**src/design/assert_macros.svh**
```systemverilog
// Assertion helpers for the design files; the top-level module uses them.
`ifndef ASSERT_MACROS_SVH
`define ASSERT_MACROS_SVH
`ifndef ASSERT_OFF
// Checked only out of reset.
`define NSQG_ASSERT(lbl, prop) \
  lbl: assert property (@(posedge clk) disable iff (!rst_n) prop) \
    else $error("nsqg assertion failed");
// Checked on every edge, reset included.
`define NSQG_ASSERT_ALWAYS(lbl, prop) \
  lbl: assert property (@(posedge clk) prop) \
    else $error("nsqg assertion failed");
`else
`define NSQG_ASSERT(lbl, prop)
`define NSQG_ASSERT_ALWAYS(lbl, prop)
`endif
`endif

```
**src/design/nsqg_pkg.sv**
```systemverilog
`timescale 1ns / 1ps
// ----------------------------------------------------------------------------
// nsqg_pkg
// Types, constants and helpers shared by the nine-slice quad generator.
// ----------------------------------------------------------------------------
package nsqg_pkg;

  localparam int ATLAS_SIZE_DEF = 2048;
  localparam int FIFO_DEPTH_DEF = 2;
  localparam int NUM_W          = 27;
  localparam int UV_W           = 17;
  localparam logic [UV_W-1:0] UV_MAX = 17'h1FFFF;
  localparam int DIV_STEPS      = 17;
  localparam int NPIECE         = 9;

  typedef enum logic [3:0] {
    PIECE_CENTER = 4'd0,
    PIECE_LEFT   = 4'd1,
    PIECE_TOP    = 4'd2,
    PIECE_RIGHT  = 4'd3,
    PIECE_BOTTOM = 4'd4,
    PIECE_TL     = 4'd5,
    PIECE_BR     = 4'd6,
    PIECE_BL     = 4'd7,
    PIECE_TR     = 4'd8
  } nsqg_piece_t;

  typedef enum logic [1:0] {
    REG_LEFT   = 2'd0,
    REG_TOP    = 2'd1,
    REG_RIGHT  = 2'd2,
    REG_BOTTOM = 2'd3
  } nsqg_reg_t;

  // Which band of one axis a piece covers.
  typedef enum logic [1:0] {
    BAND_LO  = 2'd0,
    BAND_MID = 2'd1,
    BAND_HI  = 2'd2
  } nsqg_band_t;

  typedef struct packed {
    logic signed [23:0] pos_x;
    logic signed [23:0] pos_y;
    logic signed [23:0] size_w;
    logic signed [23:0] size_h;
    logic [15:0]        scale;
    logic [10:0]        atlas_x;
    logic [10:0]        atlas_y;
    logic [11:0]        atlas_w;
    logic [11:0]        atlas_h;
    logic               flipped;
  } nsqg_in_t;

  typedef struct packed {
    logic [3:0]         piece;
    logic signed [23:0] quad_x;
    logic signed [23:0] quad_y;
    logic signed [23:0] quad_w;
    logic signed [23:0] quad_h;
    logic [UV_W-1:0]    uv_left;
    logic [UV_W-1:0]    uv_top;
    logic [UV_W-1:0]    uv_right;
    logic [UV_W-1:0]    uv_bottom;
    logic               flip_out;
    logic               last;
  } nsqg_out_t;

  // Geometry of one widget, everything but the inner UVs.
  typedef struct packed {
    logic [23:0]     ox;
    logic [23:0]     oy;
    logic [23:0]     ix;
    logic [23:0]     iy;
    logic [23:0]     ex;
    logic [23:0]     ey;
    logic [23:0]     lw;
    logic [23:0]     th;
    logic [23:0]     rw;
    logic [23:0]     bh;
    logic [23:0]     iw;
    logic [23:0]     ih;
    logic [UV_W-1:0] uv_ol;
    logic [UV_W-1:0] uv_or;
    logic [UV_W-1:0] uv_ot;
    logic [UV_W-1:0] uv_ob;
    logic            nx0;
    logic            ny0;
    logic            flip;
    logic [3:0]      brd;   // nonzero borders: bit 0 left, 1 top, 2 right, 3 bottom
  } nsqg_geom_t;

  typedef struct packed {
    nsqg_geom_t      g;
    logic [UV_W-1:0] uv_l;
    logic [UV_W-1:0] uv_r;
    logic [UV_W-1:0] uv_t;
    logic [UV_W-1:0] uv_b;
  } nsqg_job_t;

  function automatic nsqg_band_t col_of(input nsqg_piece_t p);
    nsqg_band_t b;
    unique case (p)
      PIECE_LEFT, PIECE_TL, PIECE_BL:  b = BAND_LO;
      PIECE_RIGHT, PIECE_BR, PIECE_TR: b = BAND_HI;
      default:                         b = BAND_MID;
    endcase
    return b;
  endfunction

  function automatic nsqg_band_t row_of(input nsqg_piece_t p);
    nsqg_band_t b;
    unique case (p)
      PIECE_TOP, PIECE_TL, PIECE_TR:    b = BAND_LO;
      PIECE_BOTTOM, PIECE_BR, PIECE_BL: b = BAND_HI;
      default:                          b = BAND_MID;
    endcase
    return b;
  endfunction

endpackage

```
**src/design/nsqg_fifo.sv**
```systemverilog
`timescale 1ns / 1ps
// ----------------------------------------------------------------------------
// nsqg_fifo
// Short job queue between the divider pipeline and the quad emitter.
// ----------------------------------------------------------------------------
module nsqg_fifo #(
  parameter int  DEPTH = nsqg_pkg::FIFO_DEPTH_DEF,
  localparam int PW    = (DEPTH > 1) ? $clog2(DEPTH) : 1,
  localparam int CW    = $clog2(DEPTH + 1)
) (
  input  logic                clk,
  input  logic                rst_n,
  input  logic                push,
  input  nsqg_pkg::nsqg_job_t wdata,
  input  logic                pop,
  output nsqg_pkg::nsqg_job_t rdata,
  output logic                not_empty,
  output logic                can_push
);

  nsqg_pkg::nsqg_job_t mem_r [DEPTH];
  logic [PW-1:0]       wp_r, rp_r;
  logic [CW-1:0]       cnt_r;

  always_ff @(posedge clk) begin
    if (!rst_n) begin
      wp_r  <= '0;
      rp_r  <= '0;
      cnt_r <= '0;
    end else begin
      if (push) begin
        wp_r <= (wp_r == PW'(DEPTH - 1)) ? '0 : wp_r + 1'b1;
      end
      if (pop) begin
        rp_r <= (rp_r == PW'(DEPTH - 1)) ? '0 : rp_r + 1'b1;
      end
      if (push && !pop) begin
        cnt_r <= cnt_r + 1'b1;
      end else if (pop && !push) begin
        cnt_r <= cnt_r - 1'b1;
      end
    end
  end

  always_ff @(posedge clk) begin
    if (push) begin
      mem_r[wp_r] <= wdata;
    end
  end

  assign rdata     = mem_r[rp_r];
  assign not_empty = (cnt_r != '0);
  // A slot freed by this cycle's pop can be refilled at once.
  assign can_push  = (cnt_r != CW'(DEPTH)) || pop;

endmodule

```
**config.mk**
```make
export PLATFORM = sky130hd
export DESIGN_NAME = nsqg_fifo
export DESIGN_NICKNAME = d
export VERILOG_FILES = /design/src/design/assert_macros.svh /design/src/design/nsqg_pkg.sv /design/src/design/nsqg_fifo.sv
export SDC_FILE = /design/constraint.sdc
export NUM_CORES = 1
export LEC_CHECK = 0
export ABC_CLOCK_PERIOD_IN_PS = 27500
export BUFFER_PORTS_ARGS = -buffer_cell sky130_fd_sc_hd__buf_2
export CAP_MARGIN = 0
export CORE_AREA = 2 2 334 336
export DETAILED_ROUTE_END_ITERATION = 8
export DIE_AREA = 0 0 336 338
export MAX_ROUTING_LAYER = met4
export SLEW_MARGIN = 20
export SYNTH_ARGS = -nofsm -noshare
export SYNTH_HDL_FRONTEND = slang
export SYNTH_SLANG_ARGS = --single-unit
```
**constraint.sdc**
```tcl
create_clock -name clk -period 27.5 [get_ports clk]
set_input_delay 2.75 -clock clk [delete_from_list [all_inputs] [get_ports clk]]
set_output_delay 2.75 -clock clk [all_outputs]
set_load 0.02 [all_outputs]
```
# --- After elaboration in Yosys (flattened, before gate mapping) ---
# Memories as Yosys holds them, arrays and structs flattened. A register that Yosys moved wholly into a read port is not among the register bits.
# Index checks and enable logic that the tools add are counted.
totals:
  mem_count: 1
  register_bits: 4
  output_inout_bits: 433
  ram_bits: 862
  input_bits: 435
  elab_cells: 24
classes:
  add_sub_neg: 4
  mux: 8
  eq_ne: 1
  reduce_logical: 7
memory_table:
  columns: ["memory", "depth", "width", "rd", "rd_clocked_by_memory_dff", "write_ports", "line_no", "source"]
  rows:
  - ["mem_r", 2, 431, 1, 1, 1, "nsqg_fifo.sv:21", "nsqg_pkg::nsqg_job_t mem_r [DEPTH];"]
ops:
  columns: ["operator", "n"]
  rows:
  - ["1-bit two-way mux", 6]
  - ["2-bit two-way mux", 2]
  - ["2-bit nonzero test", 2]
  - ["1-bit adder (second input constant)", 2]
  - ["2-bit by 1-bit adder with 2-bit output (second input constant)", 1]
  - ["1-bit logical AND", 2]
  - ["1-bit logical NOT", 2]
  - ["2-bit != test (second input constant)", 1]
  - ["2-bit by 1-bit subtractor with 2-bit output (second input constant)", 1]
  - ["1-bit logical OR", 1]

# --- Longest topological paths before layout ---
depth:
  word_depth: 4
  depth_mapped: 5
  mapped_depth_nobuf: 5

# --- Least setup slack after synthesis ---
# No wires, ideal clock.
synth_path:
  path_kind: "input-to-reg"
  start: "in push"
  end: "reg wp_r"
  t_arrival_ns: 22.572
  setup_slack_ns: 4.781
  t_required_ns: 27.353
  n_path_buf: 0
  cell_stages: 2
  setup_time_ns: 0.147
  cell_sequence: "nor2b_1 > o21a_1"
synth_rtl:
  columns: ["element", "line_no", "source"]
  rows:
  - ["from (decl)", "nsqg_fifo.sv:13", "input logic push,"]
  - ["to (signal assigned)", "nsqg_fifo.sv:32", "wp_r <= (wp_r == PW'(DEPTH - 1)) ? '0 : wp_r + 1'b1;"]
  - ["to (decl)", "nsqg_fifo.sv:22", "logic [PW-1:0] wp_r, rp_r;"]

==> flow_summary.yaml <==
grt:
  gr-total-overflow: 0
  grt_pass1_wl_um: 104200
  grt_pass1_vias: 16470
  gr-usage-all-layers_pct: 12.83
  antenna_found_initial: 21
  grt_max_degree: 79
synthesis:
  ys_types: 18
  synth_mux_area_share_pct: 15.42
  yosysTopAreaCell: "edfxtp_1"
  yosys-top-cells-area: "edfxtp_1 82%, mux2_2 15%, buf_6 1.6%"
  synth_enable_flop_cells: 862
  async_flop_share_pct: 0
  netlist_area_um2: 31470
  ys_seq_area_share_pct: 82.56
  syn_inst: 1364
  syn_nets: 1800
  synth_xor_area_share_pct: 0.08348
  synth_top_area_share_pct: 82.24
  synth-adder-area-share_pct: 0.03975
  synth_compound_area_share_pct: 0.06361
  ys.warnings.count: 0
  synth_top_family_by_area: "multiplexers"
  synth-seq-cells: 867
  yosys.area_share.simple_pct: 0.1829
  synthFlopType: "edfxtp_1"
  syn_avg_cell_area_um2: 23.07
pwr:
  clockPowerShare_pct: 37.9
  vdd_ir_drop_max_v: 0.00005377
  p_sw_uw: 721.3
  p_comb_share_pct: 11.3
  intPower_uw: 2329
  p_seq_share_pct: 50.7
  p_leak_uw: 0.01471
  p_sw_share_pct: 23.65
  pwr_density_cell_nw_per_um2: 75.93
critical_path:
  cp_cell_sequence: "buf_4, buf_4, buf_4, mux2_2, buf_2"
  worst_setup_path_end_kind: "output port"
  reg2reg_depth: 5
  rr_startpoint: "wp_r"
  crit_top_cell: "buf_4"
  criticalPathCategory: "reg -> out"
  cp_top_family: "buffers and inverters"
  slowest_delay_ps: 890
  cp_slowest_cell: "dfxtp_4"
  crit_arrival_ps: 4680
  critical_path.reg2reg.endpoint: "mem_r[0][412]"
  cp_max_fo: 68
  critPathLaunchType: "flop"
  critPathBufInv: 4
  r2r_slack_ps: 23170
  required_ps: 24750
route:
  totalWireLength_um: 75460
  firstDrtPassIters: 4
  final_antenna_net_count: 0
  drc_errors: 0
  vias: 16220
  viasPerCell: 4.192
  routedWlPerCell_um: 19.50
  first_iter_violations: 837
layout:
  area_growth_pct: 27.63
  final_nets: 2729
  multi_input_area_um2: 4980
  finish.utilization_pct: 36.50
  nFillCells: 10370
  ff_latch_area_um2: 25990
  layout-drive-gt1-share_pct: 61.27
die:
  coreArea_um2: 110100
  rows: 122
  die_w_um: 336
  initial_core_util_pct: 28.60
  dieArea_um2: 113600
  pin_count: 868
  die_y_um: 338
sta:
  post-route-period-util_pct: 27.03
  hold_viol_final: 0
  period_minus_slack_ps: 7432
  worst_pin_slew_ps: 1112
  slew_headroom_pct: 25.84
  finalClockSkew_ps: 14.42
  slew_viol_final: 0
  setup_violations: 0
  grt_setup_unrepaired: "no"
  fmax_ghz: 0.1346
  setup_tns_ps: 0
run:
  cap_violations: 0
hold_path:
  min_path_type: "reg -> reg"
  holdPathEnd: "cnt_r[1]"
  min_from: "cnt_r[1]"
  hold_depth: 2
cts:
  root_buffer: "clkbuf_16"
  cts_made_buffers: 89
  clkSinkCount: 867
  cts_setup_buffers: 0
  clockBufferDepth: 3
  clk_pin_slew_worst_paths_ps: 60
  cts_max_level: 3
  cts_tree: "yes"
  clk_latency_ps: 650
  cts_resized: 0
  post_cts_hold_buffer_count: 0
place:
  dp_hpwl_um: 53650
  port_buffers: 867
  place.gp.congestion: 0.7664
status:
  status: "finished clean"
[kinds of logic (layout without fill, tap and decap cells)]
family / Yosys count / in the layout
other: 0 / 16
DFF: 867 / 867
and+or+nand+nor: 10 / 10
muxes: 431 / 431
xor gates and xnor gates: 3 / 3
buffers and inverters: 49 / 1050
adders and majority gates: 1 / 1
AOI/OAI and AO/OA: 3 / 3
[metrics by stage]
step | cell area [um2] | std cells | hold slack, ps | worst slack [ps] | power, uW
final | 40170 | 3869 | 513.8 | 20070 | 3050
after global routing | 40160 | 3865 | 588.7 | 19770 | 3164
after CTS | 40130 | 3853 | 519.3 | 19960 | 3092
after detailed placement | 37320 | 3690 | 513.0 | 20560 | 1927
after global placement | 37320 | 3690 | 492.2 | 20550 | 1924
after floorplan | 31470 | 1364 | 472.6 | 4781 | 1830
[worst register-to-register path: cells and delay by family (launching register included)]
kind / cells / cell delay (ps)
flip-flops: 1 / 330
AND/OR/NAND/NOR: 1 / 510
buffers and inverters: 4 / 3050
[how the worst max path moves through the flow]
stage,start,end,slack (ps),cells after the start
finish,flop,rdata[326],20070,5
global route,flop,rdata[373],19770,5
CTS,flop,rdata[179],19960,5
detailed placement,push,mem_r[0][334],20560,6
global placement,push,mem_r[0][334],20550,6
floorplan,push,wp_r,4780,2
[cells in the mapped netlist (all sizes together) (2+ instances only)]
cell    count
edfxtp    862
mux2      431
buf        48
dfxtp       5
nor2b       2
xor2        2
and2        4
[power by group through the flow]
stage                     sequential (uW)  clock (uW)  combinational, uW
final                                1550        1160                346
after global routing                 1550        1240                371
after CTS                            1550        1190                353
after detailed placement             1580           0                351
after global placement               1570           0                349
after floorplan                      1610           0                223
[routing by layer]
metal  GRT usage [%]  vias up  part of all wire (%)
met5               -        -                     0
met4           5.038        0                   2.3
met3           5.017      110                   9.8
met2           21.52      653                    51
met1           13.60     8080                    37
li1                -     7377                     -
[area by class of cell]
class / instances / share of cell area (%)
diodes: 16 / 0.09967
clock buffers: 107 / 5.818
clock inverters: 56 / 1.190
inverters: 1 / 0.009344
multi-input cells: 448 / 12.40
flip-flops and latches: 867 / 64.70
well taps: 1488 / 4.635
repair buffers: 886 / 11.16
[state kept, by name, summed over array words and instances, names as in the netlist, named ones only]
signal	cells
cnt_r	2
mem_r	862
rp_r	1
wp_r	1
[cell usage in the layout, fill, tap and decap left out, drive strengths merged, types with 2 or more instances in the layout]
cell,Yosys,layout
and2,4,4
buf,48,886
bufinv,0,6
clkbuf,0,107
clkinv,0,47
dfxtp,5,5
diode,0,16
edfxtp,862,862
inv,1,4
mux2,431,431
nor2b,2,2
xor2,2,2
No activity file was read; power rests on OpenSTA's default activity.
