===== config.mk =====
export PLATFORM = sky130hd
export DESIGN_NAME = nsqg_emit
export DESIGN_NICKNAME = d
export VERILOG_FILES = /design/src/design/assert_macros.svh /design/src/design/nsqg_pkg.sv /design/src/design/nsqg_emit.sv
export SDC_FILE = /design/constraint.sdc
export NUM_CORES = 1
export LEC_CHECK = 0
export ABC_AREA = 1
export BUFFER_PORTS_ARGS = -buffer_cell sky130_fd_sc_hd__buf_4
export CORE_AREA = 5 5 232 234
export CTS_BUF_LIST = sky130_fd_sc_hd__clkbuf_4
export CTS_CLUSTER_SIZE = 12
export DETAILED_ROUTE_END_ITERATION = 7
export DIE_AREA = 0 0 237 239
export GPL_TIMING_DRIVEN = 0
export HOLD_SLACK_MARGIN = 0.12
export PLACE_DENSITY = 0.49
export REMOVE_ABC_BUFFERS = 1
export SYNTH_ARGS = -nofsm -noshare
export SYNTH_HDL_FRONTEND = slang
export SYNTH_SLANG_ARGS = --single-unit

===== constraint.sdc =====
create_clock -name clk -period 2.7 [get_ports clk]
set_clock_uncertainty 0.15 [all_clocks]
set_input_delay 0.27 -clock clk [delete_from_list [all_inputs] [get_ports clk]]
set_output_delay 0.27 -clock clk [all_outputs]
set_load 0.02 [all_outputs]

===== src/design/assert_macros.svh =====
// Assertion helpers for the design files; the top-level module uses them.
`ifndef ASSERT_MACROS_SVH
`define ASSERT_MACROS_SVH
`ifndef ASSERT_OFF
// Checked only out of reset.
`define NSQG_ASSERT(lbl, prop) \
  lbl: assert property (@(posedge clk) disable iff (!rst_n) prop) \
    else $error("nsqg assertion failed");
// Checked on every edge, reset included.
`define NSQG_ASSERT_ALWAYS(lbl, prop) \
  lbl: assert property (@(posedge clk) prop) \
    else $error("nsqg assertion failed");
`else
`define NSQG_ASSERT(lbl, prop)
`define NSQG_ASSERT_ALWAYS(lbl, prop)
`endif
`endif


===== src/design/nsqg_pkg.sv =====
`timescale 1ns / 1ps
// ----------------------------------------------------------------------------
// nsqg_pkg
// Types, constants and helpers shared by the nine-slice quad generator.
// ----------------------------------------------------------------------------
package nsqg_pkg;

  localparam int ATLAS_SIZE_DEF = 2048;
  localparam int FIFO_DEPTH_DEF = 2;
  localparam int NUM_W          = 27;
  localparam int UV_W           = 17;
  localparam logic [UV_W-1:0] UV_MAX = 17'h1FFFF;
  localparam int DIV_STEPS      = 17;
  localparam int NPIECE         = 9;

  typedef enum logic [3:0] {
    PIECE_CENTER = 4'd0,
    PIECE_LEFT   = 4'd1,
    PIECE_TOP    = 4'd2,
    PIECE_RIGHT  = 4'd3,
    PIECE_BOTTOM = 4'd4,
    PIECE_TL     = 4'd5,
    PIECE_BR     = 4'd6,
    PIECE_BL     = 4'd7,
    PIECE_TR     = 4'd8
  } nsqg_piece_t;

  typedef enum logic [1:0] {
    REG_LEFT   = 2'd0,
    REG_TOP    = 2'd1,
    REG_RIGHT  = 2'd2,
    REG_BOTTOM = 2'd3
  } nsqg_reg_t;

  // Which band of one axis a piece covers.
  typedef enum logic [1:0] {
    BAND_LO  = 2'd0,
    BAND_MID = 2'd1,
    BAND_HI  = 2'd2
  } nsqg_band_t;

  typedef struct packed {
    logic signed [23:0] pos_x;
    logic signed [23:0] pos_y;
    logic signed [23:0] size_w;
    logic signed [23:0] size_h;
    logic [15:0]        scale;
    logic [10:0]        atlas_x;
    logic [10:0]        atlas_y;
    logic [11:0]        atlas_w;
    logic [11:0]        atlas_h;
    logic               flipped;
  } nsqg_in_t;

  typedef struct packed {
    logic [3:0]         piece;
    logic signed [23:0] quad_x;
    logic signed [23:0] quad_y;
    logic signed [23:0] quad_w;
    logic signed [23:0] quad_h;
    logic [UV_W-1:0]    uv_left;
    logic [UV_W-1:0]    uv_top;
    logic [UV_W-1:0]    uv_right;
    logic [UV_W-1:0]    uv_bottom;
    logic               flip_out;
    logic               last;
  } nsqg_out_t;

  // Geometry of one widget, everything but the inner UVs.
  typedef struct packed {
    logic [23:0]     ox;
    logic [23:0]     oy;
    logic [23:0]     ix;
    logic [23:0]     iy;
    logic [23:0]     ex;
    logic [23:0]     ey;
    logic [23:0]     lw;
    logic [23:0]     th;
    logic [23:0]     rw;
    logic [23:0]     bh;
    logic [23:0]     iw;
    logic [23:0]     ih;
    logic [UV_W-1:0] uv_ol;
    logic [UV_W-1:0] uv_or;
    logic [UV_W-1:0] uv_ot;
    logic [UV_W-1:0] uv_ob;
    logic            nx0;
    logic            ny0;
    logic            flip;
    logic [3:0]      brd;   // nonzero borders: bit 0 left, 1 top, 2 right, 3 bottom
  } nsqg_geom_t;

  typedef struct packed {
    nsqg_geom_t      g;
    logic [UV_W-1:0] uv_l;
    logic [UV_W-1:0] uv_r;
    logic [UV_W-1:0] uv_t;
    logic [UV_W-1:0] uv_b;
  } nsqg_job_t;

  function automatic nsqg_band_t col_of(input nsqg_piece_t p);
    nsqg_band_t b;
    unique case (p)
      PIECE_LEFT, PIECE_TL, PIECE_BL:  b = BAND_LO;
      PIECE_RIGHT, PIECE_BR, PIECE_TR: b = BAND_HI;
      default:                         b = BAND_MID;
    endcase
    return b;
  endfunction

  function automatic nsqg_band_t row_of(input nsqg_piece_t p);
    nsqg_band_t b;
    unique case (p)
      PIECE_TOP, PIECE_TL, PIECE_TR:    b = BAND_LO;
      PIECE_BOTTOM, PIECE_BR, PIECE_BL: b = BAND_HI;
      default:                          b = BAND_MID;
    endcase
    return b;
  endfunction

endpackage


===== src/design/nsqg_emit.sv =====
`timescale 1ns / 1ps
// ----------------------------------------------------------------------------
// nsqg_emit
// Walks the pieces of the head job and drives one quad per cycle.
// ----------------------------------------------------------------------------
module nsqg_emit (
  input  logic                clk,
  input  logic                rst_n,
  input  nsqg_pkg::nsqg_job_t head,
  input  logic                head_vld,
  output logic                pop,
  output logic                out_valid,
  output nsqg_pkg::nsqg_out_t out_data
);

  localparam int NP = nsqg_pkg::NPIECE;

  logic [NP-1:0]         pend_r, pend_nxt;
  logic                  loaded_r, loaded_nxt;
  logic                  out_vld_r;
  nsqg_pkg::nsqg_out_t   out_r, out_nxt;

  logic [NP-1:0]         full, cur, sel, rest;
  logic [3:0]            idx;
  nsqg_pkg::nsqg_piece_t piece;
  logic [3:0]            b;

  always_comb begin
    b    = head.g.brd;
    // Center always, then edges, then corners, in emission order.
    full = {b[2] & b[1], b[0] & b[3], b[3] & b[2], b[1] & b[0],
            b[3], b[2], b[1], b[0], 1'b1};
    cur  = loaded_r ? pend_r : full;
    sel  = cur & (~cur + 1'b1);
    rest = cur & ~sel;
    idx  = '0;
    for (int i = 0; i < NP; i++) begin
      if (sel[i]) idx = 4'(i);
    end
    piece = nsqg_pkg::nsqg_piece_t'(idx);

    out_nxt          = out_r;
    out_nxt.piece    = piece;
    out_nxt.flip_out = head.g.flip;
    out_nxt.last     = (rest == '0);
    unique case (nsqg_pkg::col_of(piece))
      nsqg_pkg::BAND_LO: begin
        out_nxt.quad_x = head.g.ox;  out_nxt.quad_w = head.g.lw;
        out_nxt.uv_left = head.g.uv_ol;  out_nxt.uv_right = head.uv_l;
      end
      nsqg_pkg::BAND_HI: begin
        out_nxt.quad_x = head.g.ex;  out_nxt.quad_w = head.g.rw;
        out_nxt.uv_left = head.uv_r;  out_nxt.uv_right = head.g.uv_or;
      end
      default: begin
        out_nxt.quad_x = head.g.ix;  out_nxt.quad_w = head.g.iw;
        out_nxt.uv_left = head.uv_l;  out_nxt.uv_right = head.uv_r;
      end
    endcase
    unique case (nsqg_pkg::row_of(piece))
      nsqg_pkg::BAND_LO: begin
        out_nxt.quad_y = head.g.oy;  out_nxt.quad_h = head.g.th;
        out_nxt.uv_top = head.g.uv_ot;  out_nxt.uv_bottom = head.uv_t;
      end
      nsqg_pkg::BAND_HI: begin
        out_nxt.quad_y = head.g.ey;  out_nxt.quad_h = head.g.bh;
        out_nxt.uv_top = head.uv_b;  out_nxt.uv_bottom = head.g.uv_ob;
      end
      default: begin
        out_nxt.quad_y = head.g.iy;  out_nxt.quad_h = head.g.ih;
        out_nxt.uv_top = head.uv_t;  out_nxt.uv_bottom = head.uv_b;
      end
    endcase

    pop        = head_vld && (rest == '0);
    loaded_nxt = loaded_r;
    pend_nxt   = pend_r;
    if (head_vld) begin
      loaded_nxt = (rest != '0);
      pend_nxt   = rest;
    end
  end

  always_ff @(posedge clk) begin
    if (!rst_n) begin
      loaded_r  <= 1'b0;
      out_vld_r <= 1'b0;
    end else begin
      loaded_r  <= loaded_nxt;
      out_vld_r <= head_vld;
    end
  end

  always_ff @(posedge clk) begin
    pend_r <= pend_nxt;
    if (head_vld) begin
      out_r <= out_nxt;
    end
  end

  assign out_valid = out_vld_r;
  assign out_data  = out_r;

endmodule


==> impl_metrics.tcl, run 1 <==
set metrics [dict create \
    ys_seq_elements 180 \
    syn_avg_cell_area_um2 7.58 \
    cts_buffers 17 \
    synth_fa_ha_area_frac 0 \
    synth_simple_gate_area_share 0.348 \
    clockBufferDepth 2 \
    outcome "did not finish" \
    synth_cell_types 23 \
    netlist_area_um2 10000 \
    ctsHoldBuffers 524 \
    post-place-ws_ps -1080 \
    synth-xor-area-share 0 \
    portBuffers 603 \
    flow.stopped_at "clock tree synthesis" \
    clock_sinks 180 \
    rows 84 \
    ctsResizeCount 30 \
    root_buffer "clkbuf_4" \
    syn_inst 1324 \
    ys_warn_count 0 \
    dpl.hpwl_um 35000 \
    die_h_um 239 \
    first-error "[ERROR RSZ-0060] Max buffer count reached." \
    post_cts_buffers 17 \
    initial_core_util 0.194 \
    htree_num_levels 4 \
    place_congestion 0.915 \
    io_pins 606 \
    muxShareOfSynthArea 0 \
    synth_top_family_by_area "simple AND/OR/NAND/NOR gates" \
    synth_compound_area_frac 0.00686 \
    die_w_um 237 \
    synth-seq-area-share 0.536 \
    placed_area_um2 15400 \
]
cells in the mapped netlist, drive strengths merged:
cell,count,share of area
buf,60,0.038
nand2,777,0.29
o21a,1,0.00075
a21oi,1,0.00050
dfxtp,2,0.0040
nor2,14,0.0072
inv,188,0.070
edfxtp,178,0.53
nand4,2,0.0019
o21ai,9,0.0056
nand3,91,0.047
nand3b,1,0.00075
per-stage QoR:
step                hold WS (ps)  cells
detailed placement           300   2566
global placement             299   2555
floorplan                    213   1264
cells by family after synthesis:
logic type             count (synthesis)
buffers and inverters                248
flip-flops                           180
AO/OA/AOI/OAI                         11
AND/OR/NAND/NOR                      885
==> run 2: changes to the inputs <==
--- a/config.mk
+++ b/config.mk
@@ -7,14 +7,11 @@
 export LEC_CHECK = 0
 export ABC_AREA = 1
 export BUFFER_PORTS_ARGS = -buffer_cell sky130_fd_sc_hd__buf_4
-export CORE_AREA = 5 5 232 234
-export CTS_BUF_LIST = sky130_fd_sc_hd__clkbuf_4
-export CTS_CLUSTER_SIZE = 12
+export CORE_AREA = 5 5 231 233
 export DETAILED_ROUTE_END_ITERATION = 7
-export DIE_AREA = 0 0 237 239
+export DIE_AREA = 0 0 236 238
 export GPL_TIMING_DRIVEN = 0
-export HOLD_SLACK_MARGIN = 0.12
-export PLACE_DENSITY = 0.49
+export PLACE_DENSITY_LB_ADDON = 0.15
 export REMOVE_ABC_BUFFERS = 1
 export SYNTH_ARGS = -nofsm -noshare
 export SYNTH_HDL_FRONTEND = slang
==> impl_metrics.tcl, run 2 <==
set metrics [dict create \
    num-nets-final 2760 \
    endpoint_kind "flip-flop" \
    crit_type "flip-flop to flip-flop" \
    grt_pass1_vias 12600 \
    ff2ff_setup_slack_ps 140 \
    slowest_stage "dfxtp_4" \
    synth-seq-area-share 0.536 \
    cts_tree "done" \
    synth_top_family_by_area "simple AND/OR/NAND/NOR gates" \
    place_congestion 0.849 \
    htree_num_levels 4 \
    synth.most_common_cell "nand2_1" \
    ys_seq_elements 180 \
    drt_first_pass_iters 8 \
    die_h_um 238 \
    avgRoutedWirePerCell_um 16.7 \
    fillCellCount 5071 \
    finalHoldViolCount 0 \
    muxShareOfSynthArea 0 \
    synth_simple_gate_area_share 0.348 \
    overflow 0 \
    cp_max_fo 38 \
    fin_tns_setup_ps 0 \
    final_common_cell "nand2_1" \
    syn_avg_cell_area_um2 7.58 \
    seqCellArea_um2 5390 \
    critPathTopFamily "simple AND/OR/NAND/NOR gates" \
    clockBufferDepth 2 \
    root_buffer "clkbuf_16" \
    synthArstFlopShare 0 \
    outcome "finished clean" \
    die_area_um2 56200 \
    layout-drive-gt1-share 0.289 \
    netlist_area_um2 10000 \
    viasPerCell 4.03 \
    vias 12200 \
    portBuffers 603 \
    drt_iter0_markers 486 \
    ant_nets 0 \
    drc 0 \
    cp_num_buf_inv 3 \
    reg2reg_depth 10 \
    required_ps 2880 \
    ys_warn_count 0 \
    hp-class "input port to flip-flop" \
    period_minus_slack_ps 2560 \
    largest_reg_flops 170 \
    reg2reg_to "out_data[72]" \
    initial_core_util 0.197 \
    placed_area_um2 15300 \
    dpl.hpwl_um 35800 \
    synth_top_area_frac 0.532 \
    max-slew-margin-rel 0.457 \
    synth_fa_ha_area_frac 0 \
    clock_latency_ps 480 \
    track_usage 0.173 \
    synth_compound_area_frac 0.00686 \
    synthTopCellsByCount "nand2_1 (774), inv_1 (185), edfxtp_1 (178)" \
    cp.arrival_ps 2730 \
    holdPathEnd "out_data[8]" \
    cpMostUsedCell "nand2_1" \
    r2r_start "loaded_r" \
    drv_cap 0 \
    synth_edf_count 178 \
    setup_viol 0 \
    min_path_cells 5 \
    path_clk_slew_ps 70 \
    cpPeakStageDelay_ps 390 \
    hp-start "head[81]" \
    syn_inst 1324 \
    ys_top_cells_by_area "edfxtp_1 (53%), nand2_1 (29%), inv_1 (6.9%), nand3_1 (4.3%), buf_2 (2.4%)" \
    rows 83 \
    final_cell_mix "nand2_1 (774), buf_4 (610), dlygate4sd3_1 (415)" \
    grt_antenna_before_repair 3 \
    leakagePower_nw 10.1 \
    period_share 0.948 \
    report.final.slew_viol_count 0 \
    start_kind "flip-flop" \
    vdd_drop_max_v 0.000447 \
    grt_first_pass_wirelength_um 74600 \
    crit_chain "clkbuf_4, nand2_1, nand2_2, o21ai_2, nand2_1, nor2_4, buf_12, buf_12, nand3_1, nand2_1" \
    yosysTopAreaCell "edfxtp_1" \
    final_cell_area_um2 20300 \
    clock_sinks 180 \
    synth-xor-area-share 0 \
    ys.flop_type "edfxtp_1" \
    io_pins 606 \
    multi_input_area_um2 3630 \
    wl_um 50400 \
    max_freq_mhz 391 \
    worst_slew_pin_slew_ps 815 \
    core-area_um2 51000 \
    cts_buffers 17 \
    area_delta_synth_final_pct 102 \
    powerDensity_nw_per_um2 436 \
    grt_max_degree 94 \
    die_w_um 236 \
    synth_cell_types 23 \
]
[run 2: power breakdown]
group | internal [mW] | total [mW] | leakage [nW] | switching (mW)
clock | 1.53 | 2.72 | 0.289 | 1.19
combinational | 1.35 | 2.65 | 7.98 | 1.30
sequential | 3.40 | 3.48 | 1.78 | 0.0754
[run 2: worst max path at each step]
stage | to | start | slack (ps) | cells after the start
after floorplan | out_data[100] | loaded_r | -930 | 10
after global placement | out_data[98] | loaded_r | -3460 | 10
after detailed placement | out_data[65] | loaded_r | -680 | 10
after CTS | pop | pend_r[1] | 40 | 8
after global routing | pop | pend_r[1] | -20 | 10
final | out_data[72] | loaded_r | 140 | 10
[run 2: metrics by stage]
step	hold WS, ps	power [mW]	cells	setup WS, ps	util
finish	69.7	8.85	3022	141	0.398
global route	35.0	9.31	3021	-19.2	0.398
CTS	9.59	8.99	3010	35.5	0.396
detailed placement	301	5.65	2558	-675	0.301
global placement	300	5.61	2547	-3460	0.295
floorplan	213	4.39	1264	-933	-
[run 2: cell families after synthesis]
logic type / after synthesis
AOI/OAI and AO/OA: 11
DFF: 180
and+or+nand+nor: 885
buffers and inverters: 248
[run 2: area by class of cell]
cell class | instances | share of cell area
Inverter | 188 | 0.0348
Sequential cell | 180 | 0.266
Tap cell | 680 | 0.0419
Antenna cell | 4 | 0.000494
Multi-Input combinational cell | 897 | 0.179
Timing Repair Buffer | 1042 | 0.449
Clock buffer | 19 | 0.0213
Clock inverter | 12 | 0.00796
[run 2: metal layers]
metal	vias up	global-route usage	routed length, um	share of wire
li1	6047	-	-	-
met1	5544	0.193	19800	0.39
met2	515	0.300	24600	0.49
met3	66	0.0650	4160	0.083
met4	0	0.0702	1830	0.036
met5	-	0	0	0
[run 2: worst reg2reg max path, delay by kind of cell (launching register included)]
kind	cells	cell delay [ps]
and+or+nand+nor	6	920
AOI/OAI and AO/OA	1	230
DFF	1	390
buffers and inverters	3	720
[run 2: repair_timing]
action                     in CTS  in global routing
cloned                          2                  0
hold endpoints to repair      167                  0
setup buffers                   4                  8
hold buffers                  415                  0
setup endpoints to repair     165                124
pin swaps                       3                  4
gates resized for setup         3                  8
(Power assumes the default switching activity.)
