`config.mk`:
```
export PLATFORM = sky130hd
export DESIGN_NAME = nsqg_front
export DESIGN_NICKNAME = d
export VERILOG_FILES = /design/src/design/assert_macros.svh /design/src/design/nsqg_pkg.sv /design/src/design/nsqg_front.sv
export SDC_FILE = /design/constraint.sdc
export NUM_CORES = 2
export LEC_CHECK = 0
export BUFFER_PORTS_ARGS = -buffer_cell sky130_fd_sc_hd__buf_2
export CORE_ASPECT_RATIO = 1.1
export CORE_UTILIZATION = 32
export CTS_BUF_LIST = sky130_fd_sc_hd__clkbuf_4
export CTS_CLUSTER_DIAMETER = 80
export DETAILED_ROUTE_END_ITERATION = 7
export GPL_TIMING_DRIVEN = 1
export PLACE_DENSITY = 0.59
export SLEW_MARGIN = 5
export SYNTH_ARGS = -nofsm -noshare
export SYNTH_HDL_FRONTEND = slang
export SYNTH_SLANG_ARGS = --single-unit
```
`constraint.sdc`:
```
create_clock -name clk -period 12.4 [get_ports clk]
set_input_delay 1.86 -clock clk [delete_from_list [all_inputs] [get_ports clk]]
set_output_delay 1.86 -clock clk [all_outputs]
set_load 0.1 [all_outputs]
```
`src/design/assert_macros.svh`:
```
// Assertion helpers for the design files; the top-level module uses them.
`ifndef ASSERT_MACROS_SVH
`define ASSERT_MACROS_SVH
`ifndef ASSERT_OFF
// Checked only out of reset.
`define NSQG_ASSERT(lbl, prop) \
  lbl: assert property (@(posedge clk) disable iff (!rst_n) prop) \
    else $error("nsqg assertion failed");
// Checked on every edge, reset included.
`define NSQG_ASSERT_ALWAYS(lbl, prop) \
  lbl: assert property (@(posedge clk) prop) \
    else $error("nsqg assertion failed");
`else
`define NSQG_ASSERT(lbl, prop)
`define NSQG_ASSERT_ALWAYS(lbl, prop)
`endif
`endif

```
`src/design/nsqg_pkg.sv`:
```
`timescale 1ns / 1ps
// ----------------------------------------------------------------------------
// nsqg_pkg
// Types, constants and helpers shared by the nine-slice quad generator.
// ----------------------------------------------------------------------------
package nsqg_pkg;

  localparam int ATLAS_SIZE_DEF = 2048;
  localparam int FIFO_DEPTH_DEF = 2;
  localparam int NUM_W          = 27;
  localparam int UV_W           = 17;
  localparam logic [UV_W-1:0] UV_MAX = 17'h1FFFF;
  localparam int DIV_STEPS      = 17;
  localparam int NPIECE         = 9;

  typedef enum logic [3:0] {
    PIECE_CENTER = 4'd0,
    PIECE_LEFT   = 4'd1,
    PIECE_TOP    = 4'd2,
    PIECE_RIGHT  = 4'd3,
    PIECE_BOTTOM = 4'd4,
    PIECE_TL     = 4'd5,
    PIECE_BR     = 4'd6,
    PIECE_BL     = 4'd7,
    PIECE_TR     = 4'd8
  } nsqg_piece_t;

  typedef enum logic [1:0] {
    REG_LEFT   = 2'd0,
    REG_TOP    = 2'd1,
    REG_RIGHT  = 2'd2,
    REG_BOTTOM = 2'd3
  } nsqg_reg_t;

  // Which band of one axis a piece covers.
  typedef enum logic [1:0] {
    BAND_LO  = 2'd0,
    BAND_MID = 2'd1,
    BAND_HI  = 2'd2
  } nsqg_band_t;

  typedef struct packed {
    logic signed [23:0] pos_x;
    logic signed [23:0] pos_y;
    logic signed [23:0] size_w;
    logic signed [23:0] size_h;
    logic [15:0]        scale;
    logic [10:0]        atlas_x;
    logic [10:0]        atlas_y;
    logic [11:0]        atlas_w;
    logic [11:0]        atlas_h;
    logic               flipped;
  } nsqg_in_t;

  typedef struct packed {
    logic [3:0]         piece;
    logic signed [23:0] quad_x;
    logic signed [23:0] quad_y;
    logic signed [23:0] quad_w;
    logic signed [23:0] quad_h;
    logic [UV_W-1:0]    uv_left;
    logic [UV_W-1:0]    uv_top;
    logic [UV_W-1:0]    uv_right;
    logic [UV_W-1:0]    uv_bottom;
    logic               flip_out;
    logic               last;
  } nsqg_out_t;

  // Geometry of one widget, everything but the inner UVs.
  typedef struct packed {
    logic [23:0]     ox;
    logic [23:0]     oy;
    logic [23:0]     ix;
    logic [23:0]     iy;
    logic [23:0]     ex;
    logic [23:0]     ey;
    logic [23:0]     lw;
    logic [23:0]     th;
    logic [23:0]     rw;
    logic [23:0]     bh;
    logic [23:0]     iw;
    logic [23:0]     ih;
    logic [UV_W-1:0] uv_ol;
    logic [UV_W-1:0] uv_or;
    logic [UV_W-1:0] uv_ot;
    logic [UV_W-1:0] uv_ob;
    logic            nx0;
    logic            ny0;
    logic            flip;
    logic [3:0]      brd;   // nonzero borders: bit 0 left, 1 top, 2 right, 3 bottom
  } nsqg_geom_t;

  typedef struct packed {
    nsqg_geom_t      g;
    logic [UV_W-1:0] uv_l;
    logic [UV_W-1:0] uv_r;
    logic [UV_W-1:0] uv_t;
    logic [UV_W-1:0] uv_b;
  } nsqg_job_t;

  function automatic nsqg_band_t col_of(input nsqg_piece_t p);
    nsqg_band_t b;
    unique case (p)
      PIECE_LEFT, PIECE_TL, PIECE_BL:  b = BAND_LO;
      PIECE_RIGHT, PIECE_BR, PIECE_TR: b = BAND_HI;
      default:                         b = BAND_MID;
    endcase
    return b;
  endfunction

  function automatic nsqg_band_t row_of(input nsqg_piece_t p);
    nsqg_band_t b;
    unique case (p)
      PIECE_TOP, PIECE_TL, PIECE_TR:    b = BAND_LO;
      PIECE_BOTTOM, PIECE_BR, PIECE_BL: b = BAND_HI;
      default:                          b = BAND_MID;
    endcase
    return b;
  endfunction

endpackage

```
`src/design/nsqg_front.sv`:
```
`timescale 1ns / 1ps
// ----------------------------------------------------------------------------
// nsqg_front
// Takes widget beats, forms border extents, positions and UV numerators.
// ----------------------------------------------------------------------------
module nsqg_front #(
  parameter int  ATLAS_SIZE = nsqg_pkg::ATLAS_SIZE_DEF,
  localparam int SHIFT      = 16 - $clog2(ATLAS_SIZE),
  localparam int XW         = nsqg_pkg::NUM_W + SHIFT
) (
  input  logic                 clk,
  input  logic                 rst_n,
  input  logic                 adv,
  input  logic                 acc,
  input  nsqg_pkg::nsqg_in_t   in_data,
  input  logic [7:0]           brd_l,
  input  logic [7:0]           brd_t,
  input  logic [7:0]           brd_r,
  input  logic [7:0]           brd_b,
  output logic                 f_vld,
  output logic [XW-1:0]        f_x [4],
  output logic [11:0]          f_n_x,
  output logic [11:0]          f_n_y,
  output logic [3:0]           f_pos,
  output logic [3:0]           f_ovf,
  output nsqg_pkg::nsqg_geom_t f_geom
);

  localparam int NW = nsqg_pkg::NUM_W;
  localparam int OW = 14 + SHIFT;

  function automatic logic [nsqg_pkg::UV_W-1:0] uv_outer(input logic signed [13:0] num);
    logic [OW-1:0] w;
    w = OW'(num[12:0]) << SHIFT;
    if (num <= 14'sd0) return '0;
    if (w > OW'(nsqg_pkg::UV_MAX)) return nsqg_pkg::UV_MAX;
    return nsqg_pkg::UV_W'(w);
  endfunction

  // Stage 1: captured beat and borders.
  logic               s1_vld_r;
  nsqg_pkg::nsqg_in_t s1_in_r;
  logic [7:0]         s1_l_r, s1_t_r, s1_r_r, s1_b_r;

  always_ff @(posedge clk) begin
    if (!rst_n) begin
      s1_vld_r <= 1'b0;
    end else if (adv) begin
      s1_vld_r <= acc;
    end
  end

  always_ff @(posedge clk) begin
    if (adv && acc) begin
      s1_in_r <= in_data;
      s1_l_r  <= brd_l;
      s1_t_r  <= brd_t;
      s1_r_r  <= brd_r;
      s1_b_r  <= brd_b;
    end
  end

  // Stage 2: products.
  logic                 s2_vld_r;
  nsqg_pkg::nsqg_in_t   s2_in_r;
  logic [3:0]           s2_brd_r;
  logic [23:0]          s2_lw_r, s2_th_r, s2_rw_r, s2_bh_r;
  logic [23:0]          s2_pa_x_r, s2_pa_y_r;
  logic signed [NW-1:0] s2_pe_x_r, s2_pe_y_r, s2_pl_x_r, s2_pl_y_r, s2_pr_x_r, s2_pr_y_r;

  logic [11:0]          ax1, ay1;
  logic signed [13:0]   aex, aey;
  logic signed [12:0]   nm2x, nm2y;

  always_comb begin
    ax1  = {1'b0, s1_in_r.atlas_x} + 12'd1;
    ay1  = {1'b0, s1_in_r.atlas_y} + 12'd1;
    aex  = $signed({3'b0, s1_in_r.atlas_x}) + $signed({2'b0, s1_in_r.atlas_w}) - 14'sd1;
    aey  = $signed({3'b0, s1_in_r.atlas_y}) + $signed({2'b0, s1_in_r.atlas_h}) - 14'sd1;
    nm2x = $signed({1'b0, s1_in_r.atlas_w}) - 13'sd2;
    nm2y = $signed({1'b0, s1_in_r.atlas_h}) - 13'sd2;
  end

  always_ff @(posedge clk) begin
    if (!rst_n) begin
      s2_vld_r <= 1'b0;
    end else if (adv) begin
      s2_vld_r <= s1_vld_r;
    end
  end

  always_ff @(posedge clk) begin
    if (adv) begin
      s2_in_r   <= s1_in_r;
      s2_brd_r  <= {|s1_b_r, |s1_r_r, |s1_t_r, |s1_l_r};
      s2_lw_r   <= 24'(s1_in_r.scale) * 24'(s1_l_r);
      s2_th_r   <= 24'(s1_in_r.scale) * 24'(s1_t_r);
      s2_rw_r   <= 24'(s1_in_r.scale) * 24'(s1_r_r);
      s2_bh_r   <= 24'(s1_in_r.scale) * 24'(s1_b_r);
      s2_pa_x_r <= 24'(ax1) * 24'(s1_in_r.atlas_w);
      s2_pa_y_r <= 24'(ay1) * 24'(s1_in_r.atlas_h);
      s2_pe_x_r <= NW'(aex) * NW'($signed({1'b0, s1_in_r.atlas_w}));
      s2_pe_y_r <= NW'(aey) * NW'($signed({1'b0, s1_in_r.atlas_h}));
      s2_pl_x_r <= NW'($signed({1'b0, s1_l_r})) * NW'(nm2x);
      s2_pr_x_r <= NW'($signed({1'b0, s1_r_r})) * NW'(nm2x);
      s2_pl_y_r <= NW'($signed({1'b0, s1_t_r})) * NW'(nm2y);
      s2_pr_y_r <= NW'($signed({1'b0, s1_b_r})) * NW'(nm2y);
    end
  end

  // Numerators of the inner UVs and their prescaled dividends.
  logic signed [NW-1:0] num [4];
  logic [11:0]          nl  [4];
  logic signed [13:0]   oex, oey;

  always_comb begin
    num[0] = NW'($signed({1'b0, s2_pa_x_r})) + s2_pl_x_r;
    num[1] = s2_pe_x_r - s2_pr_x_r;
    num[2] = NW'($signed({1'b0, s2_pa_y_r})) + s2_pl_y_r;
    num[3] = s2_pe_y_r - s2_pr_y_r;
    nl[0]  = s2_in_r.atlas_w;
    nl[1]  = s2_in_r.atlas_w;
    nl[2]  = s2_in_r.atlas_h;
    nl[3]  = s2_in_r.atlas_h;
    for (int j = 0; j < 4; j++) begin
      f_pos[j] = !num[j][NW-1] && (num[j] != '0);
      f_x[j]   = XW'(num[j][NW-2:0]) << SHIFT;
      // A quotient of 2.0 or more saturates without dividing.
      f_ovf[j] = f_x[j] >= (XW'(nl[j]) << nsqg_pkg::UV_W);
    end
    oex = $signed({3'b0, s2_in_r.atlas_x}) + $signed({2'b0, s2_in_r.atlas_w}) - 14'sd1;
    oey = $signed({3'b0, s2_in_r.atlas_y}) + $signed({2'b0, s2_in_r.atlas_h}) - 14'sd1;
  end

  always_comb begin
    f_geom.ox    = s2_in_r.pos_x;
    f_geom.oy    = s2_in_r.pos_y;
    f_geom.ix    = s2_in_r.pos_x + s2_lw_r;
    f_geom.iy    = s2_in_r.pos_y + s2_th_r;
    f_geom.ex    = s2_in_r.pos_x + s2_in_r.size_w - s2_rw_r;
    f_geom.ey    = s2_in_r.pos_y + s2_in_r.size_h - s2_bh_r;
    f_geom.lw    = s2_lw_r;
    f_geom.th    = s2_th_r;
    f_geom.rw    = s2_rw_r;
    f_geom.bh    = s2_bh_r;
    f_geom.iw    = s2_in_r.size_w - s2_lw_r - s2_rw_r;
    f_geom.ih    = s2_in_r.size_h - s2_th_r - s2_bh_r;
    f_geom.uv_ol = uv_outer($signed({3'b0, s2_in_r.atlas_x}) + 14'sd1);
    f_geom.uv_or = uv_outer(oex);
    f_geom.uv_ot = uv_outer($signed({3'b0, s2_in_r.atlas_y}) + 14'sd1);
    f_geom.uv_ob = uv_outer(oey);
    f_geom.nx0   = (s2_in_r.atlas_w == 12'd0);
    f_geom.ny0   = (s2_in_r.atlas_h == 12'd0);
    f_geom.flip  = s2_in_r.flipped;
    f_geom.brd   = s2_brd_r;
  end

  assign f_vld = s2_vld_r;
  assign f_n_x = s2_in_r.atlas_w;
  assign f_n_y = s2_in_r.atlas_h;

endmodule

```
After elaboration in Yosys (flattened, before gate mapping)
Cells that the tools add are included.
Storage, ports and cells
  memories kept: 0
  input port bits: 195
  register bits after elaboration: 646
  output and inout port bits: 524
  latch bits: 0
  bits in read-only memories: 0
  bits in writable memories: 0
Cells by class
  $lt $le $gt $ge: 12
  equality and inequality tests: 0
  $mul: 12
  bitwise gates (word level): 0
  reduce and logical (&&, ||, !) cells: 19
  add/sub/neg operators: 28
  divide/modulo/power cells: 0
  muxes and demuxes: 28
  shift-type cells: 0
Operators by type and width (number)
  $mux W17: 16
  $sub A24 B24 Y24: 6
  $ge A31 B29 Y1: 4
  $reduce_bool A27 Y1: 4
  $add A24 B24 Y24: 4
  $mul A16 B8 Y24: 4
  $mul A9 B13 Y22: 4
  $sub A13 B1 Y14 const B: 4
  $add A25 B27 Y27: 2
  $mul A14 B13 Y27: 2
  $sub A27 B27 Y27: 2
  $add A11 B12 Y13: 4
  $add A11 B1 Y12 const B: 4
  $mul A12 B12 Y24: 2
  $gt A18 B17 Y1 const B: 2
  $gt A17 B17 Y1 const B: 2
  $reduce_or A8 Y1: 4
  $le A14 B1 Y1 const B: 2
  $sub A12 B2 Y13 const B: 2
  $le A12 B1 Y1 const B: 2
  $logic_not A12 Y1: 2
  $mux W1: 12
  $logic_and A1 B1 Y1: 5
  $logic_not A1 Y1: 4

Depth between registers and ports, before layout
  word-level depth: 7
  gate-level depth with buffers: 40
  mapped depth without buffers: 38

Worst setup path after synthesis
Ideal clock, no wire load.
  kind: reg2out
  start: register s2_pa_x_r[0]
  end: output port f_pos[0]
  buffers on the path: 0
  path slack: 2.818 ns
  arrival: 7.722 ns
  cell stages (with the launch flop): 15
  path through: edfxtp_1 -> ha_1 -> inv_1 -> fa_1 -> nand2b_1 -> a21oi_1 -> or3_1 -> and2_0 -> o311ai_0 -> nor4_1 -> o2111ai_1 -> nor4_1 -> a41oi_1 -> nor2_1 -> a31oi_1
RTL lines
  from (decl): line nsqg_front.sv:68  | logic [23:0] s2_pa_x_r, s2_pa_y_r;
  from (signal assigned): line nsqg_front.sv:100  | s2_pa_x_r <= 24'(ax1) * 24'(s1_in_r.atlas_w);
  to (decl): line nsqg_front.sv:24  | output logic [3:0] f_pos,

Worst setup path in the final report
  start: register s1_in_r[14] in the netlist's numbering
  end: register s2_pe_x_r[25] (data pin)
Between the ends
  longest elaborated chain between the ends: 3
Ends and longest elaborated chain
  from (decl): line nsqg_front.sv:42  | nsqg_pkg::nsqg_in_t s1_in_r;
  from (signal assigned): line nsqg_front.sv:55  | s1_in_r <= in_data;
  $add A11 B12 Y13: line nsqg_front.sv:78  | aex = $signed({3'b0, s1_in_r.atlas_x}) + $signed({2'b0, s1_in_r.atlas_w}) - 14'sd1;
  $sub A13 B1 Y14: line nsqg_front.sv:78
  $mul A14 B13 Y27 *: line nsqg_front.sv:102  | s2_pe_x_r <= NW'(aex) * NW'($signed({1'b0, s1_in_r.atlas_w}));
  to (signal assigned): line nsqg_front.sv:102
  to (decl): line nsqg_front.sv:69  | logic signed [NW-1:0] s2_pe_x_r, s2_pe_y_r, s2_pl_x_r, s2_pl_y_r, s2_pr_x_r, s2_pr_y_r;
Mark *: on every way between the ends. The rest lies on a longest branch, timed or not.
A chain may end at the register's enable or synchronous reset.

==> impl_metrics.tcl <==
set metrics [dict create \
    hold_viol 0 \
    synthXorXnorAreaFrac_pct 5.079 \
    via_per_inst 4.738 \
    ant_nets 0 \
    crit_slowest_cell "xor2_1" \
    yosysSeqAreaShare_pct 20.51 \
    rr_endpoint "s2_pe_x_r[25]" \
    max_stage_delay_ns 0.72 \
    start_kind "flop" \
    ys.flop_type "edfxtp_1" \
    cts_tree "done" \
    status "finished, final reports clean" \
    ys_warn_count 0 \
    dieWidth_um 512.0 \
    core_um2 283900 \
    rsz0062_at_grt "false" \
    cp.arrival_ns 10.87 \
    required_ns 13.39 \
    cts-root-buf "clkbuf_4" \
    grt_overflow_total 0 \
    synth-compound-area-share_pct 7.517 \
    holdPathEnd "f_geom[356]" \
    drtIter0Drc 3418 \
    die_h_um 563.0 \
    routabilityCongestion 0.8726 \
    synth-simple-area-share_pct 14.14 \
    route.detailed.drc 0 \
    postCtsSetupBuffers 0 \
    syn_area_um2 91560 \
    finalSetupViolCount 0 \
    dieArea_um2 288300 \
    period_share_pct 79.64 \
    clock_latency_ns 1.27 \
    crit_path_end_kind "flop" \
    ys_seq_elements 626 \
    yosysTopAreaCellShare_pct 28.21 \
    rr_worst_depth 35 \
    synthArstFlopShare_pct 0 \
    grt_usage_pct 17.45 \
    synth-edff-count 624 \
    num_rows 205 \
    holdPathStages 0 \
    wire_per_inst_um 17.57 \
    min_path_type "flop to flop" \
    syn_inst 9665 \
    max_freq_mhz 101.3 \
    min_period_ns 9.875 \
    tns_ns 0 \
    synth_top_family_by_area "adder cells" \
    drt-pass1-iter-count 5 \
    syn_avg_cell_area_um2 9.473 \
    area_delta_synth_final_pct 10.53 \
    cts_hold_buf 0 \
    grt_max_degree 135 \
    cap_violations 0 \
    start_util_pct 32.25 \
    clockBufferDepth 4 \
    synth_mux_area_share_pct 0.05603 \
    layout.nets 12779 \
    synth_area_leaders "fa_1, edfxtp_1, ha_1" \
    postCtsResizedCells 0 \
    layout-drive-gt1-share_pct 10.94 \
    crit_type "flop to flop" \
    cts.htree.levels 4 \
    drt_wl_total_mm 249.2 \
    tightest_slew_ns 1.376 \
    grt_pass1_vias 70087 \
    io_buffer_count 684 \
    hp-start "s1_in_r[152]" \
    antenna_found_initial 29 \
    ioPinCount 719 \
    ys_types 85 \
    relSlewSlack_pct 7.408 \
    yosysTopAreaCell "fa_1" \
    hpwl_mm 197.0 \
    numCtsBuffers 192 \
    r2r_slack_ns 2.52 \
    skew_ns 0.1722 \
    synthAdderAreaFrac_pct 41.94 \
    worstReg2RegStart "s1_in_r[14]" \
    cts.sinks 626 \
    crit_start "s1_in_r[14]" \
    worstPathMaxFanout 39 \
    grt_pass1_wl_mm 394.5 \
    via_count 67203 \
    slew_viol_final 0 \
    path_clk_slew_ns 0.07 \
]
-- worst max-delay path by stage --
stage,end,cells past startpoint
final,s2_pe_x_r[25],35
after global routing,s2_pe_x_r[26],34
after CTS,s2_pe_x_r[25],35
after detailed placement,s2_pe_x_r[25],35
after global placement,s2_pe_y_r[26],38
after floorplan,f_pos[0],14
-- sequential cells by signal (all words and copies together), names as in the netlist, 4 cells and up --
signal,flops
s2_lw_r,24
s2_pl_x_r,22
s2_pe_y_r,27
s2_brd_r,4
f_n_y,12
s2_pr_x_r,22
s2_th_r,24
s1_r_r,8
s2_pl_y_r,22
s2_rw_r,24
s1_b_r,8
s2_in_r,70
f_geom,49
s2_pa_y_r,24
s2_pa_x_r,24
s2_pr_y_r,22
s1_t_r,8
f_n_x,12
s1_in_r,159
s2_bh_r,24
s1_l_r,8
s2_pe_x_r,27
-- synthesized netlist by cell type (all sizes together), types with 41 or more instances --
cell type	count
xor2	109
nor2b	110
edfxtp	624
buf	115
nand3	105
ha	1004
nand2b	114
o21bai	41
clkbuf	298
a211oi	43
a21boi	41
and2	656
o21ai	199
xnor2	422
o21a	71
inv	2092
a21o	125
nand2	965
and3	52
nor3	119
a21oi	365
fa	1290
nor2	342
-- worst max-delay path: cells and delay by family (launching register included) --
kind / cells / cell delay (ns)
AOI/OAI and AO/OA: 11 / 2.39
DFF: 1 / 0.33
adders and majority gates: 9 / 3.56
buffers and inverters: 8 / 1.41
and+or+nand+nor: 5 / 1.17
xor gates and xnor gates: 2 / 0.87
-- cell type report --
class / count / area [µm²]
fillers: 29141 / 182700
multi-input cells: 6563 / 63120
flip-flops and latches: 626 / 18780
inverters: 2096 / 7868
well taps: 3726 / 4662
repair buffers: 811 / 4412
clock buffers: 246 / 1847
clock inverters: 95 / 460.4
diodes: 22 / 55.05
-- stage by stage --
| step | hold WS [ns] | cells | setup WS [ns] | instance area [µm²] | util (%) |
|---|---|---|---|---|---|
| floorplan | 0.4003 | 9698 | 2.818 | 91680 | - |
| global placement | 0.4004 | 13822 | 2.750 | 98840 | 34.81 |
| detailed placement | 0.4045 | 13822 | 2.470 | 98840 | 34.81 |
| CTS | 0.3693 | 14163 | 2.595 | 101100 | 35.62 |
| global route | 0.3828 | 14180 | 1.858 | 101200 | 35.64 |
| finish | 0.3748 | 14185 | 2.525 | 101200 | 35.64 |
-- kinds of logic after synthesis --
group | Yosys count
XOR/XNOR | 531
other | 1
multiplexers | 5
flip-flops | 626
AO/OA/AOI/OAI | 1079
AND/OR/NAND/NOR | 2619
buffers and inverters | 2509
adder cells (fa/ha/maj) | 2295
-- layout by cell type, fill, tap and decap left out, types with 24 or more instances in the layout --
cell      count
inv_1      2092
buf_2       683
a21o_1      125
o21a_1       71
conb_1       34
o21ai_0     194
a21boi_0     35
fa_1       1290
xor2_1      107
and2_1      654
xnor2_1     417
nand3_1     105
o21bai_1     41
or3_1        31
clkbuf_4    246
clkinv_2     26
ha_1       1004
or2_2        24
a21oi_1     363
a31oi_1      30
nand2b_1    114
and3_1       52
edfxtp_1    624
clkinv_1     63
nand2_1     965
nand4_1      25
a211oi_1     43
buf_4       125
nor4_1       29
nor2_1      342
nor3_1      116
nor2b_1     109
-- layer usage --
layer	track usage, %	part of all wire, %
met1	21.45	42
met2	30.90	49
met3	2.615	5.4
met4	6.080	3.5
met5	0	0.013
Power is not shown: default switching activity piles up to over one toggle a cycle in this logic, so the estimate is an artifact.
